## config.mk

```make
export PLATFORM = sky130hd
export DESIGN_NAME = nvpu_post_flat
export DESIGN_NICKNAME = d
export VERILOG_FILES = /design/src/rtl/core/nvpu_pkg.sv /design/src/rtl/core/nvpu_if.sv /design/src/rtl/core/nvpu_post.sv /design/src/flat_wrapper.sv
export SDC_FILE = /design/constraint.sdc
export NUM_CORES = 1
export LEC_CHECK = 0
export ABC_AREA = 0
export BUFFER_PORTS_ARGS = -buffer_cell sky130_fd_sc_hd__buf_2
export CAP_MARGIN = 10
export CORE_MARGIN = 2
export CORE_UTILIZATION = 42
export CTS_CLUSTER_SIZE = 25
export DETAILED_ROUTE_END_ITERATION = 12
export PLACE_DENSITY = 0.77
export REMOVE_ABC_BUFFERS = 1
export SLEW_MARGIN = 20
export SYNTH_ARGS = -nofsm -noshare
export SYNTH_HDL_FRONTEND = slang
export SYNTH_SLANG_ARGS = --single-unit
```

## constraint.sdc

```tcl
create_clock -name clk -period 2.9 [get_ports clk]
set_clock_uncertainty 0.2 [all_clocks]
set_input_delay 0.87 -clock clk [delete_from_list [all_inputs] [get_ports clk]]
set_output_delay 0.87 -clock clk [all_outputs]
set_load 0.03 [all_outputs]
```

## src/rtl/core/nvpu_pkg.sv

```systemverilog
// Shared types and fixed constants of the normal vector pack/unpack block.
package nvpu_pkg;

  // Restoring divider steps (quotient bits) and square root steps (root bits).
  localparam int DIV_STEPS   = 32;
  localparam int SQRT_STEPS  = 16;
  localparam int LANE_STAGES = DIV_STEPS + SQRT_STEPS;

  // One in Q2.14.
  localparam logic [15:0] Q_ONE = 16'd16384;

  // Operation codes.
  typedef enum logic {
    FUNC_PACK   = 1'b0,
    FUNC_UNPACK = 1'b1
  } func_t;

  // Per-word control that travels beside the lanes.
  typedef struct packed {
    func_t func;
    logic  zero;
    logic  neg_x;
    logic  neg_y;
  } side_t;

  // Dividend and divisor entering one lane.
  typedef struct packed {
    logic [63:0] num;
    logic [31:0] den;
  } lane_in_t;

  // Quotient, integer root of the quotient, and exactness of both.
  typedef struct packed {
    logic [31:0] quo;
    logic [15:0] root;
    logic        exact;
  } lane_out_t;

endpackage

```

## src/rtl/core/nvpu_if.sv

```systemverilog


interface nvpu_rsp_if;
  logic               valid;
  logic               ready;
  logic [31:0]        packed_result;
  logic signed [15:0] normal_x;
  logic signed [15:0] normal_y;
  logic [14:0]        normal_z;
  logic               zero_vector;

  modport source (output valid, packed_result, normal_x, normal_y, normal_z, zero_vector,
                  input ready);
  modport sink   (input valid, packed_result, normal_x, normal_y, normal_z, zero_vector,
                  output ready);
endinterface

```

## src/rtl/core/nvpu_post.sv

```systemverilog
// Back end: turns lane results into codes or Q2.14 components and holds the output word.
module nvpu_post
  import nvpu_pkg::*;
#(
  parameter int CODE_BITS = 16
) (
  input  logic       clk,
  input  logic       rst,
  input  logic       en,
  input  logic       in_valid,
  input  side_t      side,
  input  lane_out_t  lx,
  input  lane_out_t  ly,
  input  lane_out_t  lz,
  nvpu_rsp_if.source rsp
);

  localparam logic [15:0] HALF = 16'((32'd1 << (CODE_BITS - 1)));

  // The root k is floor(|comp| * M / length). A positive component takes the
  // largest even offset not above k; a negative one the smallest even offset
  // not below the exact ratio, which is k itself only when k is even and exact.
  function automatic logic [15:0] pick_code(input logic neg, input lane_out_t l);
    logic [15:0] half_k;
    logic [15:0] up;
    half_k = {1'b0, l.root[15:1]};
    up     = (l.exact && !l.root[0]) ? 16'd0 : 16'd1;
    if (neg) begin
      pick_code = HALF - half_k - up;
    end else begin
      pick_code = HALF + half_k;
    end
  endfunction

  logic [15:0] cx, cy;
  logic [16:0] zs;

  assign cx = pick_code(side.neg_x, lx);
  assign cy = pick_code(side.neg_y, ly);
  assign zs = {1'b0, lz.root} + 17'd1;

  // Output valid.
  always_ff @(posedge clk) begin
    if (rst) begin
      rsp.valid <= 1'b0;
    end else if (en) begin
      rsp.valid <= in_valid;
    end
  end

  // Output word.
  always_ff @(posedge clk) begin
    if (en) begin
      if (side.func == FUNC_UNPACK) begin
        rsp.packed_result <= '0;
        rsp.normal_x      <= $signed(lx.quo[15:0] - Q_ONE);
        rsp.normal_y      <= $signed(ly.quo[15:0] - Q_ONE);
        rsp.normal_z      <= zs[15:1];
        rsp.zero_vector   <= 1'b0;
      end else begin
        rsp.packed_result <= side.zero ? 32'd0 : {cy, cx};
        rsp.normal_x      <= '0;
        rsp.normal_y      <= '0;
        rsp.normal_z      <= '0;
        rsp.zero_vector   <= side.zero;
      end
    end
  end

endmodule

```

## src/flat_wrapper.sv

```systemverilog
// flat-port wrapper written by rule: the top's interface ports become plain ports
module nvpu_post_flat import nvpu_pkg::*;
#(
  parameter int CODE_BITS = 16
)
  (clk, rst, en, in_valid, side, lx, ly, lz, rsp_valid, rsp_packed_result, rsp_normal_x, rsp_normal_y, rsp_normal_z, rsp_zero_vector, rsp_ready);
  nvpu_rsp_if rsp_i ();
  input  logic clk;
  input  logic rst;
  input  logic en;
  input  logic in_valid;
  input  side_t side;
  input  lane_out_t lx;
  input  lane_out_t ly;
  input  lane_out_t lz;
  output wire logic [$bits(rsp_i.valid)-1:0] rsp_valid;
  output wire logic [$bits(rsp_i.packed_result)-1:0] rsp_packed_result;
  output wire logic [$bits(rsp_i.normal_x)-1:0] rsp_normal_x;
  output wire logic [$bits(rsp_i.normal_y)-1:0] rsp_normal_y;
  output wire logic [$bits(rsp_i.normal_z)-1:0] rsp_normal_z;
  output wire logic [$bits(rsp_i.zero_vector)-1:0] rsp_zero_vector;
  input wire logic [$bits(rsp_i.ready)-1:0] rsp_ready;
  assign rsp_valid = rsp_i.valid;
  assign rsp_packed_result = rsp_i.packed_result;
  assign rsp_normal_x = rsp_i.normal_x;
  assign rsp_normal_y = rsp_i.normal_y;
  assign rsp_normal_z = rsp_i.normal_z;
  assign rsp_zero_vector = rsp_i.zero_vector;
  assign rsp_i.ready = rsp_ready;
  nvpu_post #(.CODE_BITS(CODE_BITS)) u_core (.clk(clk), .rst(rst), .en(en), .in_valid(in_valid), .side(side), .lx(lx), .ly(ly), .lz(lz), .rsp(rsp_i));
endmodule
```

# Word level (Yosys, flattened, before mapping)
# Index checks and enable logic that the tools add are counted.
# W data, S select, Z words.
# totals
n_memories	0
ff_bits	81
mem_bits_ro	0
wordCells	24
latch_bits	0
ramBits	0
# classes
reduce_logical	5
n_div	0
eq_ne	0
n_mul	0
bitwise	0
n_shift	0
addsub	9
muxes	4
n_lt_le_gt_ge	0
# op_table
op	count
$add A16 B15 Y16 const A	2
$mux W16	2
$sub A16 B15 Y16 const A	2
$sub A16 B15 Y16 const B	2
$sub A16 B16 Y16	2
$add A16 B1 Y16 const B	1
$logic_and A1 B1 Y1	2
$logic_not A1 Y1	2
$mux W1	2
$reduce_or A2 Y1	1

# Depth between registers and ports, before layout
# logic_depth
depth_word	5
ltp_mapped	11
ltp_nobuf	11

# Worst setup path after synthesis
# OpenSTA, ideal clock, no wires.
# synth_timing
path_type	input -> register
from	input port ly[0] (netlist name)
to	register u_core.rsp.packed_result[29] (data pin)
n_path_buf	0
required_time_ps	2431
cell_stages	11
arrival_ps	2591
setup_slack_ps	-159
setup_time_ps	269
cell_sequence	nor2b_1 > ha_1 > ha_1 > inv_1 > ha_1 > o21bai_1 > a221oi_1 > o31a_1 > o21ai_1 > xnor2_1 > o22ai_1
# synth_via
elab_chain_cells	4
# synth_lines
element	line	source
from (decl)	flat_wrapper.sv:14	input lane_out_t ly;
$logic_and A1 B1 Y1	nvpu_post.sv:27	up = (l.exact && !l.root[0]) ? 16'd0 : 16'd1;
$mux W1	nvpu_post.sv:27	
$sub A16 B16 Y16	nvpu_post.sv:29	pick_code = HALF - half_k - up;
$mux W16	nvpu_post.sv:28	if (neg) begin
to (signal assigned)	nvpu_post.sv:61	rsp.packed_result <= side.zero ? 32'd0 : {cy, cx};
to (decl)	nvpu_if.sv:12	modport source (output valid, packed_result, normal_x, normal_y, normal_z, zero_vector,
# No other way between the ends.
# A chain may end at the register's enable or synchronous reset.

# Final worst setup path
# layout_timing
from	input port lx[0] (netlist name)
to	register u_core.rsp.packed_result[12] (data pin)
# layout_via
elab_chain_cells	4
# layout_lines
element	line	source
from (decl)	flat_wrapper.sv:13	input lane_out_t lx;
$logic_and A1 B1 Y1	nvpu_post.sv:27	
$mux W1	nvpu_post.sv:27	
$sub A16 B16 Y16	nvpu_post.sv:29	
$mux W16	nvpu_post.sv:28	
# No other way between the ends.

==> results by group <==
Power
  – Clock power share: 0.339
  – Static Leak: 2.94 nW
  – Sw Pwr: 1.05 mW
  – Design Power: 3.50 mW
  – Pint: 2.45 mW
  – Sw frac: 0.300
  – Sequential power share: 0.406
  – Worst VDD drop: 364 uV
  – Cell Pwr Density: roughly 530 nW/um2
  – Logic pwr share: 0.255

Detailed routing
  – DR vias: roughly 4200
  – WL/cell: around 16 um
  – Drt first-iter violations: between 200 and 250
  – DR WL met3: 743 um
  – Vias/cell: 5.21
  – Detail Route Antenna Nets: 0
  – Residual DRC count: 0
  – Drt first pass iters: 4
  – Met2 WL: roughly 6.4 mm
  – Post-Route WL: 12.5 mm
  – Uppermost layer routed: met5
  – Met1 WL: 5.17 mm

Floorplan
  – # IOs: 237
  – Die ar.: 12500 um2
  – Core Area: 11400 um2
  – Starting density of the core: 0.428
  – Chip Height: approximately 110 um
  – Rows: 39
  – Die Wd: 112 um

Timing
  – Setup TNS after final layout: -38.5 ps
  – Fin. max-slew vios: 0
  – Tmin final: between 2000 and 3000 ps
  – Slew headroom: 0.615
  – Setup WS post-layout: -35.2 ps
  – Hold Vio Cnt, Final: 0
  – Fin crit share: 1.01
  – Worst-Margin Slew: between 500 and 600 ps
  – RSZ-0062 raised after global routing: true
  – Final Setup Violations: 2
  – Fmax: 341 MHz

Synthesis
  – Post-synth top area share: 0.494
  – Ys async rst share: 0
  – Number of synthesized register bits: 81
  – Syn avg cell area: 10.9 um2
  – Yosys top cell by area: edfxtp_1
  – Register area share after synthesis: 0.498
  – Ys flop type: edfxtp_1
  – Distinct cells, synth: 49
  – Post-synth EDFFs: 80
  – Synthesized instance count: 447
  – YS warnings: 0
  – Post-Syn Area: about 5000 um2
  – Synth top area cells: edfxtp_1 49%, ha_1 9.0%, and2_1 5.8%, xnor2_1 3.8%, mux2i_1 3.5%

Worst setup path
  – Peak per-stage delay on the critical path: 410 ps
  – Worst setup SP type: input port
  – Worst path top cell family by delay: compound AO/OA/AOI/OAI gates
  – Data arrival, critical path: 2830 ps
  – Critical path, cell by cell: buf_6 -> nor2b_4 -> ha_4 -> ha_4 -> buf_6 -> a211oi_4 -> o221ai_2 -> or3_4 -> a31oi_4 -> xor2_1 -> o21ai_1
  – Setup crit end kind: flip-flop
  – Crit path kind: in -> reg
  – Critical path peak fanout: 3
  – Crit path buffers/inverters: 2
  – Worst EP required: 2790 ps
  – Slowest cell on crit path: or3_4

Clocking
  – Sink Count: 81
  – CTS tree: yes
  – CTS max path bufs: 2
  – H-tree Lvls: 3
  – Clock Tree Root: clkbuf_16
  – Worst-path clk slew: 60 ps
  – Clock latency on the worst-skew pair: 330 ps
  – TritonCTS buffer count: 9

Global route
  – First-pass GRT wire length: 19.8 mm
  – Grt ovf: 0
  – Total track usage: 0.197
  – Initial antenna violation count: 2
  – Vias in the first global route: 4192
  – Largest net degree at the start of global routing: 49

Flow run
  – MaxCap Viol Count: 0

Final layout
  – # fillers: 947
  – NumNets Final: 842
  – Final Util: 0.581
  – Synthesis-to-layout area growth: 35.8%
  – Layout cells sized above 1: 0.387

Hold path
  – Hold Crit Class: reg -> reg

Place
  – IO Port Bufs: 170
  – Dpl hpwl: 9.40 mm
  – Placer congestion estimate: 0.890

Outcome
  – Violated checks: negative setup slack
  – Status: finished, violations left
-- cells in the mapped netlist (all sizes together), types with 5 or more instances --
| master | n |
|---|---|
| a211oi | 6 |
| a21o | 5 |
| clkbuf | 12 |
| and2 | 45 |
| nand3 | 15 |
| inv | 36 |
| nor2b | 6 |
| nand2 | 22 |
| o21ai | 16 |
| nand4 | 7 |
| ha | 35 |
| nor2 | 33 |
| edfxtp | 80 |
| mux2i | 17 |
| xor2 | 13 |
| xnor2 | 21 |
| a21oi | 22 |
-- final timing paths --
kind                                 start                                    endpoint  slack [ps]  depth (start not counted)
max                                  lx[0]  u_core.rsp.packed_result[12]$_SDFFCE_PP0P_         -40                         11
min          u_core.rsp.valid$_SDFFE_PP0P_               u_core.rsp.valid$_SDFFE_PP0P_         300                          2
max reg2reg  u_core.rsp.valid$_SDFFE_PP0P_               u_core.rsp.valid$_SDFFE_PP0P_        2130                          2
min reg2reg  u_core.rsp.valid$_SDFFE_PP0P_               u_core.rsp.valid$_SDFFE_PP0P_         300                          2
-- placed cells by master, fill, tap and decap left out, types with 9 or more instances in the layout --
master     synthesis  layout
a21oi_1           22      21
and2_1            45      45
buf_2              0     168
buf_4              0      37
clkbuf_16          0       9
edfxtp_1          80      80
ha_1              35      30
inv_1             36      34
mux2i_1           17      17
nand2_1           22      22
nand3_1           15      15
nor2_1            33      32
o21ai_0           13      11
xnor2_1           21      21
xor2_1            13      13
-- per-stage QoR --
step / area [um2] / hold WS (ps) / cells / setup slack [ps]
5_1_grt: 6610 / 333 / 799 / -78.4
3_3_place_gp: 6130 / 271 / 780 / -413
4_1_cts: 6490 / 301 / 797 / 3.43
3_5_place_dp: 6130 / 285 / 780 / -496
6_report: 6610 / 296 / 800 / -35.2
2_1_floorplan: 4800 / 430 / 431 / -159
-- layout make-up --
| class | count | area, um2 | area share |
|---|---|---|---|
| multi-input cells | 314 | 2370 | 0.359 |
| clock buffers | 10 | 239 | 0.0362 |
| flip-flops and latches | 81 | 2420 | 0.367 |
| well taps | 143 | 179 | 0.0271 |
| repair buffers | 209 | 1180 | 0.179 |
| clock inverters | 6 | 75.1 | 0.0114 |
| inverters | 36 | 135 | 0.0204 |
| diodes | 1 | 2.50 | 0.000379 |
-- per-layer routing --
layer | up-vias | track usage
met5 | - | 0
met4 | 2 | 0.0765
met3 | 20 | 0.0408
met2 | 143 | 0.348
met1 | 1969 | 0.235
li1 | 2034 | -
-- logic make-up after synthesis --
kind of cell,after synthesis,share of synthesized area
DFF,81,0.498
muxes,17,0.0350
xor gates and xnor gates,34,0.0612
buffers and inverters,52,0.0416
adders and majority gates,35,0.0900
AOI/OAI and AO/OA,80,0.112
and+or+nand+nor,148,0.162
-- worst min-delay path: stages, from the launching register on --
cell     delay, ps
dfxtp_1        320
mux2i_1         60
nor2_1          80
-- registers in the layout (all words and copies together) (netlist names) --
name	flops
u_core.rsp.packed_result	32
u_core.rsp.zero_vector	1
u_core.rsp.normal_y	16
u_core.rsp.valid	1
u_core.rsp.normal_x	16
u_core.rsp.normal_z	15
-- power by group through the flow --
stage,Clock [mW],Combinational [mW],Sequential (mW)
global route,1.26,0.965,1.43
detailed placement,0,0.851,1.44
global placement,0,0.825,1.44
CTS,1.21,0.864,1.42
floorplan,0,0.314,1.64
finish,1.19,0.892,1.42
-- timing repair --
item                                    4_1_cts  5_1_grt
endpoints found under the setup margin       10       12
pin swaps                                     7       13
hold buffers                                  0        0
gates resized for setup                      10       23
setup buffers                                 1        2
Power figures use the tool's default switching activity.
