==> src/rtl/core/nvpu_pkg.sv <==
// Shared types and fixed constants of the normal vector pack/unpack block.
package nvpu_pkg;

  // Restoring divider steps (quotient bits) and square root steps (root bits).
  localparam int DIV_STEPS   = 32;
  localparam int SQRT_STEPS  = 16;
  localparam int LANE_STAGES = DIV_STEPS + SQRT_STEPS;

  // One in Q2.14.
  localparam logic [15:0] Q_ONE = 16'd16384;

  // Operation codes.
  typedef enum logic {
    FUNC_PACK   = 1'b0,
    FUNC_UNPACK = 1'b1
  } func_t;

  // Per-word control that travels beside the lanes.
  typedef struct packed {
    func_t func;
    logic  zero;
    logic  neg_x;
    logic  neg_y;
  } side_t;

  // Dividend and divisor entering one lane.
  typedef struct packed {
    logic [63:0] num;
    logic [31:0] den;
  } lane_in_t;

  // Quotient, integer root of the quotient, and exactness of both.
  typedef struct packed {
    logic [31:0] quo;
    logic [15:0] root;
    logic        exact;
  } lane_out_t;

endpackage

==> src/rtl/core/nvpu_if.sv <==
// Valid/ready channel interfaces for request and response words.
interface nvpu_req_if;
  logic               valid;
  logic               ready;
  logic               func;
  logic signed [15:0] vec_x;
  logic signed [15:0] vec_y;
  logic signed [15:0] vec_z;
  logic [31:0]        packed_word;

  modport source (output valid, func, vec_x, vec_y, vec_z, packed_word, input ready);
  modport sink   (input valid, func, vec_x, vec_y, vec_z, packed_word, output ready);
endinterface


==> src/rtl/core/nvpu_prep.sv <==
// Front end: squares, sums and the dividend/divisor pairs for the three lanes.
module nvpu_prep
  import nvpu_pkg::*;
#(
  parameter int CODE_BITS = 16
) (
  input  logic     clk,
  input  logic     rst,
  input  logic     en,
  nvpu_req_if.sink req,
  output logic     valid,
  output side_t    side,
  output lane_in_t lane_x,
  output lane_in_t lane_y,
  output lane_in_t lane_z
);

  localparam logic [31:0] MAXC     = 32'((64'd1 << CODE_BITS) - 64'd1);
  localparam logic [63:0] MAXC_SQ  = {32'd0, MAXC} * {32'd0, MAXC};
  localparam logic [31:0] TWO_MAXC = MAXC << 1;

  // The whole pipeline moves together, so a word enters whenever it moves.
  // Nothing is taken while reset is held.
  assign req.ready = en && !rst;

  // Stage 1: operands and their squares.
  logic [15:0]        cx_in, cy_in;
  logic signed [17:0] op0, op1, op2;
  logic signed [35:0] pr0, pr1, pr2;
  logic [32:0]        nxu_c, nyu_c;

  assign cx_in = req.packed_word[15:0] & MAXC[15:0];
  assign cy_in = req.packed_word[31:16] & MAXC[15:0];

  always_comb begin
    if (req.func == FUNC_UNPACK) begin
      op0 = $signed({1'b0, cx_in, 1'b0}) - $signed({1'b0, MAXC[16:0]});
      op1 = $signed({1'b0, cy_in, 1'b0}) - $signed({1'b0, MAXC[16:0]});
      op2 = '0;
    end else begin
      op0 = $signed({{2{req.vec_x[15]}}, req.vec_x});
      op1 = $signed({{2{req.vec_y[15]}}, req.vec_y});
      op2 = $signed({{2{req.vec_z[15]}}, req.vec_z});
    end
  end

  assign pr0   = op0 * op0;
  assign pr1   = op1 * op1;
  assign pr2   = op2 * op2;
  assign nxu_c = {1'b0, cx_in, 16'd0} + {1'b0, MAXC};
  assign nyu_c = {1'b0, cy_in, 16'd0} + {1'b0, MAXC};

  logic        v1;
  side_t       side1;
  logic [31:0] sq0_1, sq1_1, sq2_1;
  logic [32:0] nxu1, nyu1;

  // Stage 2: length squared, scaled numerators and the z discriminant.
  logic [33:0]        sum_c;
  logic [63:0]        t0_c, t1_c;
  logic signed [34:0] d_c;

  assign sum_c = {2'b0, sq0_1} + {2'b0, sq1_1} + {2'b0, sq2_1};
  assign t0_c  = ({32'd0, sq0_1} << (2 * CODE_BITS)) - ({32'd0, sq0_1} << (CODE_BITS + 1));
  assign t1_c  = ({32'd0, sq1_1} << (2 * CODE_BITS)) - ({32'd0, sq1_1} << (CODE_BITS + 1));
  assign d_c   = $signed({3'b0, MAXC_SQ[31:0]}) - $signed({3'b0, sq0_1})
               - $signed({3'b0, sq1_1});

  logic               v2;
  side_t              side2;
  logic [31:0]        s2;
  logic [63:0]        t0_2, t1_2;
  logic [31:0]        sq0_2, sq1_2;
  logic signed [34:0] d2;
  logic [32:0]        nxu2, nyu2;

  // Stage 3: lane operands.
  logic [34:0] dabs_c;
  assign dabs_c = d2[34] ? 35'(-d2) : 35'(d2);

  // Valid bits.
  always_ff @(posedge clk) begin
    if (rst) begin
      v1    <= 1'b0;
      v2    <= 1'b0;
      valid <= 1'b0;
    end else if (en) begin
      v1    <= req.valid;
      v2    <= v1;
      valid <= v2;
    end
  end

  // Data registers of the three stages.
  always_ff @(posedge clk) begin
    if (en) begin
      side1.func  <= func_t'(req.func);
      side1.zero  <= 1'b0;
      side1.neg_x <= req.vec_x[15];
      side1.neg_y <= req.vec_y[15];
      sq0_1       <= pr0[31:0];
      sq1_1       <= pr1[31:0];
      sq2_1       <= pr2[31:0];
      nxu1        <= nxu_c;
      nyu1        <= nyu_c;

      side2 <= side1;
      s2    <= sum_c[31:0];
      t0_2  <= t0_c;
      t1_2  <= t1_c;
      sq0_2 <= sq0_1;
      sq1_2 <= sq1_1;
      d2    <= d_c;
      nxu2  <= nxu1;
      nyu2  <= nyu1;

      side.func  <= side2.func;
      side.zero  <= (side2.func == FUNC_PACK) && (s2 == 32'd0);
      side.neg_x <= side2.neg_x;
      side.neg_y <= side2.neg_y;
      if (side2.func == FUNC_UNPACK) begin
        lane_x.num <= {31'd0, nxu2};
        lane_x.den <= TWO_MAXC;
        lane_y.num <= {31'd0, nyu2};
        lane_y.den <= TWO_MAXC;
      end else begin
        lane_x.num <= t0_2 + {32'd0, sq0_2};
        lane_x.den <= s2;
        lane_y.num <= t1_2 + {32'd0, sq1_2};
        lane_y.den <= s2;
      end
      lane_z.num <= {2'b0, dabs_c[31:0], 30'd0};
      lane_z.den <= MAXC_SQ[31:0];
    end
  end

endmodule

==> src/flat_wrapper.sv <==
// flat-port wrapper written by rule: the top's interface ports become plain ports
module nvpu_prep_flat import nvpu_pkg::*;
#(
  parameter int CODE_BITS = 16
)
  (clk, rst, en, valid, side, lane_x, lane_y, lane_z, req_valid, req_func, req_vec_x, req_vec_y, req_vec_z, req_packed_word, req_ready);
  nvpu_req_if req_i ();
  input  logic clk;
  input  logic rst;
  input  logic en;
  output logic valid;
  output side_t side;
  output lane_in_t lane_x;
  output lane_in_t lane_y;
  output lane_in_t lane_z;
  input wire logic [$bits(req_i.valid)-1:0] req_valid;
  input wire logic [$bits(req_i.func)-1:0] req_func;
  input wire logic [$bits(req_i.vec_x)-1:0] req_vec_x;
  input wire logic [$bits(req_i.vec_y)-1:0] req_vec_y;
  input wire logic [$bits(req_i.vec_z)-1:0] req_vec_z;
  input wire logic [$bits(req_i.packed_word)-1:0] req_packed_word;
  output wire logic [$bits(req_i.ready)-1:0] req_ready;
  assign req_i.valid = req_valid;
  assign req_i.func = req_func;
  assign req_i.vec_x = req_vec_x;
  assign req_i.vec_y = req_vec_y;
  assign req_i.vec_z = req_vec_z;
  assign req_i.packed_word = req_packed_word;
  assign req_ready = req_i.ready;
  nvpu_prep #(.CODE_BITS(CODE_BITS)) u_core (.clk(clk), .rst(rst), .en(en), .req(req_i), .valid(valid), .side(side), .lane_x(lane_x), .lane_y(lane_y), .lane_z(lane_z));
endmodule
==> config.mk <==
export PLATFORM = sky130hd
export DESIGN_NAME = nvpu_prep_flat
export DESIGN_NICKNAME = d
export VERILOG_FILES = /design/src/rtl/core/nvpu_pkg.sv /design/src/rtl/core/nvpu_if.sv /design/src/rtl/core/nvpu_prep.sv /design/src/flat_wrapper.sv
export SDC_FILE = /design/constraint.sdc
export NUM_CORES = 2
export LEC_CHECK = 0
export CAP_MARGIN = 20
export CORE_MARGIN = 2
export CORE_UTILIZATION = 33
export DETAILED_ROUTE_END_ITERATION = 12
export DONT_BUFFER_PORTS = 1
export GPL_ROUTABILITY_DRIVEN = 0
export PLACE_DENSITY_LB_ADDON = 0.1
export SETUP_SLACK_MARGIN = 0.2
export SLEW_MARGIN = 25
export SYNTH_ARGS = -nofsm -noshare
export SYNTH_HDL_FRONTEND = slang
export SYNTH_SLANG_ARGS = --single-unit
==> constraint.sdc <==
create_clock -name clk -period 8.6 [get_ports clk]
set_clock_uncertainty 0.15 [all_clocks]
set_input_delay 1.72 -clock clk [delete_from_list [all_inputs] [get_ports clk]]
set_output_delay 1.72 -clock clk [all_outputs]
set_load 0.02 [all_outputs]
# After elaboration in Yosys (flattened, before gate mapping)
# Cells that the tools add are included.
# totals
output_inout_bits	294
input_bits	85
register_bits	692
word_cells	59
# op_classes
reduce_logical	4
n_mul	3
n_mux	6
addsub	13
bitwise_logic	1
# op_table
op	count
$mux W65	2
$add A64 B32 Y64	2
$sub A64 B49 Y64	2
$mul A18 B18 Y32	3
$add A32 B16 Y33 const B	2
$add A32 B32 Y32	2
$mux W18	3
$sub A17 B16 Y18 const B	2
$sub A35 B33 Y35	1
$sub A32 B32 Y33 const A	1
$logic_not A32 Y1	1
$mux W32	1
$neg A32 Y32	1
$logic_and A1 B1 Y1	2
$logic_not A1 Y1	1
$not A1 Y1	1

# Logic depth before layout (Yosys ltp)
# logic_depth
word_depth	3
mapped_depth	30
ltp_nobuf	26

# Least setup slack after synthesis
# Ideal clock, no wire load.
# synth_timing
kind	input to register
startpoint	in req_func
endpoint	reg u_core.sq0_1[30] (data pin)
cell_stages	26
path_buffers	4
t_required_ns	8.184
path_slack_ns	-0.295
setup_time_ns	0.266
arrival_time_ns	8.479
cell_sequence	buf_1 > clkbuf_1 > clkbuf_1 > mux2i_1 > clkbuf_1 > nor2_1 > fa_1 > inv_1 > fa_1 > inv_1 > ha_1 > inv_1 > fa_1 > fa_1 > fa_1 > inv_1 > ha_1 > or3_1 > a211oi_1 > o311a_1 > o21ai_1 > a41oi_1 > a21oi_1 > a21bo_2 > o41ai_1 > xnor2_1
# synth_via
elab_chain_len	2
# synth_lines
item	line	rtl
start: declaration	flat_wrapper.sv:17	input wire logic [$bits(req_i.func)-1:0] req_func;
$mux W18	nvpu_prep.sv:36	if (req.func == FUNC_UNPACK) begin
$mul A18 B18 Y32	nvpu_prep.sv:47	assign pr0 = op0 * op0;
via u_core.pr0[30]	nvpu_prep.sv:29	logic signed [35:0] pr0, pr1, pr2;
end signal: assignment	nvpu_prep.sv:101	sq0_1 <= pr0[31:0];
end: declaration	nvpu_prep.sv:55	logic [31:0] sq0_1, sq1_1, sq2_1;
# The timed path passes the listed nets, and every way through them passes these cells.
# A chain may end at the register's enable or synchronous reset.

# Worst setup path in the final report
# layout_timing
startpoint	in req_func
endpoint	reg u_core.sq1_1[29] (data pin)
# layout_via
elab_chain_len	2
# layout_lines
item	line	rtl
$mux W18	nvpu_prep.sv:36	
$mul A18 B18 Y32	nvpu_prep.sv:48	assign pr1 = op1 * op1;
via u_core.pr1[29]	nvpu_prep.sv:29	
end signal: assignment	nvpu_prep.sv:102	sq1_1 <= pr1[31:0];
end: declaration	nvpu_prep.sv:55	
# The timed path passes the listed nets, and every way through them passes these cells.

==> out/summary.log <==
INFO  status         status=complete, no violations
INFO  clock_tree     cts_root_buffer=sky130_fd_sc_hd__clkbuf_16
INFO  synth          ys_async_sr_fraction=0%
INFO  setup_path     cp_launch_type=primary input
INFO  hold_path      hold_path.class=register to register
INFO  die            die_h=423microns
INFO  clock_tree     clock_latency=0.69ns
INFO  timing         count_of_endpoints_failing_hold_in_the_final_timing_report=0
INFO  setup_path     critical-path-top-delay-family=adder cells
INFO  global_routing grt_pass1_wl=248mm
INFO  setup_path     endpoint_kind=register
INFO  timing         rsz_0062_raised_after_global_routing=false
INFO  synth          ys_seq_area_share=29.8%
INFO  synth          synth_top_flop_cell=sky130_fd_sc_hd__edfxtp_1
INFO  setup_path     critPathMaxFanout=58
INFO  synth          synth.distinct_cells=88
INFO  synth          instance_count_of_the_mapped_netlist=5,532
INFO  global_routing grt-busiest-layer=met2
INFO  setup_path     crit_chain=nor2b_1, a21o_1, inv_1, nor2_1, fa_1, fa_1, inv_1, fa_1, inv_1, fa_1, fa_1, inv_1, fa_1, inv_1, ha_1, nand4_1, nor2_1, o211ai_1, a21o_1, a21o_1, xnor2_1
INFO  timing         final_max_slew_viol_count=0
INFO  setup_path     crit_top_cell=sky130_fd_sc_hd__fa_1
INFO  routing        drt_iter0_markers=2,306
INFO  clock_tree     clk_pin_slew=0.06ns
INFO  global_routing track_usage=18.6%
INFO  clock_tree     postCtsResizedCells=0
INFO  die            boundaryPins=379
INFO  global_routing grt_max_degree=580
INFO  setup_path     crit_path_top_delay_cell=sky130_fd_sc_hd__fa_1
INFO  synth          syn_area_per_cell=10.5squm
INFO  die            fp.dieW=423microns
INFO  clock_tree     post-cts-setup-buffers=0
INFO  timing         final_setup_vio_count=0
INFO  synth          synth-seq-cells=578
INFO  routing        detail_route.first_pass.iterations=5
INFO  clock_tree     postCtsHoldBufs=0
INFO  timing         finalSetupTns=0ns
INFO  final_layout   mostFrequentLayoutCell=sky130_fd_sc_hd__inv_1
INFO  routing        drt-vias-per-instance=4.75
INFO  clock_tree     tritoncts=yes
INFO  die            rows=153
INFO  routing        post-route-drc-count=0
INFO  synth          mappedNetlistArea=0.0581sqmm
INFO  setup_path     crit_buf_inv=5
INFO  final_layout   num-fill-cells=17,570
INFO  timing         timing.slew.headroom=20.9%
INFO  global_routing use_met2=32.2%
INFO  synth          yosysWarnings=0
INFO  synth          synth_edf_count=575
INFO  timing         clock.fmax=126MHz
INFO  job            maxCapViolCount=0
INFO  timing         post-route-period-util=91.9%
INFO  setup_path     cp_data_required_time=8.87ns
INFO  clock_tree     numCtsBuffers=71
INFO  global_routing globalRoute.totalOverflow=0
INFO  global_routing global_route.usage.met1=24.0%
INFO  routing        wirelength=165mm
INFO  timing         finalCriticalPeriod=7.91ns
INFO  timing         least_margin_pin_slew=1.19ns
INFO  die            dieArea=0.179sqmm
INFO  setup_path     worst_path_largest_cell_delay=0.55ns
INFO  routing        detailed_route_via_count=38,004
INFO  placed_design  place.port_buffers=0
INFO  die            initial_core_util=33.3%
INFO  final_layout   layout_common_cells=sky130_fd_sc_hd__inv_1, sky130_fd_sc_hd__fa_1, sky130_fd_sc_hd__edfxtp_1
INFO  placed_design  sum_of_net_half_perimeters_after_detailed_placement=135mm
INFO  clock_tree     clock_sinks=578
INFO  final_layout   design.final.nets=6,897
INFO  setup_path     arrival=8.18ns
INFO  global_routing use_met3=1.83%
INFO  clock_tree     cts-htree-levels=3
INFO  clock_tree     clock_buffer_depth=3
INFO  setup_path     worst-setup-path-type=primary input to register
INFO  global_routing antenna_found_initial=18
INFO  global_routing number_of_global_route_vias_before_repair=39,539
INFO  final_layout   syn2layout_area_growth=9.54%
INFO  routing        wl_per_cell=20.6microns
INFO  routing        ant_nets=0
INFO  die            core=0.174sqmm
INFO  final_layout   drive_above_1_share=6.08%
==> metal layers <==
metal	wire (microns)	share of wire, %
met1	70700	43
met2	83100	50
met3	5050	3.1
met4	6120	3.7
met5	11	0.0067
==> cells in the mapped netlist (6+ instances only) <==
cell type / n / area [sq um]
sky130_fd_sc_hd__and2_1: 62 / 388
sky130_fd_sc_hd__buf_4: 97 / 728
sky130_fd_sc_hd__o31a_1: 6 / 52.6
sky130_fd_sc_hd__o21a_1: 24 / 180
sky130_fd_sc_hd__clkinv_1: 8 / 30.0
sky130_fd_sc_hd__ha_1: 395 / 4940
sky130_fd_sc_hd__nand3b_1: 9 / 67.6
sky130_fd_sc_hd__nand3_1: 60 / 300
sky130_fd_sc_hd__nor4_1: 28 / 175
sky130_fd_sc_hd__nand2b_1: 45 / 282
sky130_fd_sc_hd__mux2i_1: 25 / 250
sky130_fd_sc_hd__o21ai_1: 14 / 70.1
sky130_fd_sc_hd__or3_1: 58 / 363
sky130_fd_sc_hd__edfxtp_1: 575 / 17300
sky130_fd_sc_hd__o2111ai_1: 8 / 70.1
sky130_fd_sc_hd__a31oi_1: 18 / 113
sky130_fd_sc_hd__xor2_1: 97 / 850
sky130_fd_sc_hd__fa_1: 812 / 16300
sky130_fd_sc_hd__inv_1: 1218 / 4570
sky130_fd_sc_hd__nor3_1: 50 / 250
sky130_fd_sc_hd__nor2_1: 323 / 1210
sky130_fd_sc_hd__and4_1: 10 / 87.6
sky130_fd_sc_hd__nand4_1: 30 / 188
sky130_fd_sc_hd__or4_1: 16 / 120
sky130_fd_sc_hd__a21boi_1: 8 / 60.1
sky130_fd_sc_hd__a21o_1: 62 / 465
sky130_fd_sc_hd__clkbuf_1: 100 / 375
sky130_fd_sc_hd__and3_1: 39 / 244
sky130_fd_sc_hd__xnor2_1: 260 / 2280
sky130_fd_sc_hd__o21ai_0: 154 / 771
sky130_fd_sc_hd__o31ai_1: 26 / 195
sky130_fd_sc_hd__a211oi_1: 22 / 165
sky130_fd_sc_hd__nand2_1: 400 / 1500
sky130_fd_sc_hd__a211o_1: 9 / 78.8
sky130_fd_sc_hd__a21oi_1: 177 / 886
sky130_fd_sc_hd__nor2b_1: 67 / 419
sky130_fd_sc_hd__o211ai_1: 27 / 203
sky130_fd_sc_hd__or2_2: 55 / 344
sky130_fd_sc_hd__a21boi_0: 9 / 67.6
sky130_fd_sc_hd__o21bai_1: 15 / 113
sky130_fd_sc_hd__mux2_2: 19 / 214
==> worst paths after layout <==
kind / start / to / slack [ns] / cells after the start
max: req_func / u_core.sq1_1[29] / 0.69 / 21
min: u_core.nxu1[16] / u_core.nxu2[16] / 0.27 / 0
max reg2reg: u_core.sq0_1[9] / u_core.d2[31] / 3.21 / 16
min reg2reg: u_core.nxu1[16] / u_core.nxu2[16] / 0.27 / 0
==> final cells by class <==
cell class | instances | area [sq um] | share of cell area [%]
antenna | 19 | 47.5 | 0.0748
clock buffer | 83 | 1880 | 2.96
clock inverter | 45 | 460 | 0.724
inverter | 1228 | 4610 | 7.25
multi-input combinational | 3586 | 35300 | 55.4
sequential | 578 | 17300 | 27.2
tap | 2325 | 2910 | 4.57
timing repair buffer | 140 | 1110 | 1.75
==> logic make-up (layout without fill, tap and decap cells) <==
| kind of cell | count (synthesis) | after routing | synth area share [%] |
|---|---|---|---|
| other | 2 | 86 | 0.0129 |
| AOI/OAI and AO/OA | 641 | 641 | 7.04 |
| and+or+nand+nor | 1270 | 1270 | 10.5 |
| adders and majority gates | 1207 | 1207 | 36.5 |
| buffers and inverters | 1433 | 1496 | 9.90 |
| xor gates and xnor gates | 357 | 357 | 5.39 |
| muxes | 44 | 44 | 0.800 |
| DFF | 578 | 578 | 29.8 |
==> state kept, by name, indices dropped and copies added, names as in the netlist, 32 cells and up <==
signal and flops:
u_core.t0_2 45, u_core.s2 32, u_core.lane_y 63, u_core.lane_x 96, u_core.t1_2 45, u_core.lane_z 32, u_core.d2 33
==> stage by stage <==
step	cell area (sq um)	hold WS [ns]	worst slack, ns	utilization (%)	std cells
floorplan	58300	0.250	0.237	-	5597
global placement	61100	0.251	0.157	35.0	7854
detailed placement	61100	0.255	0.114	35.1	7854
CTS	63500	0.268	0.845	36.4	7982
global route	63600	0.272	0.370	36.5	7999
finish	63600	0.268	0.695	36.5	8004
Power is not shown: default switching activity piles up to over one toggle a cycle in this logic, so the estimate is an artifact.
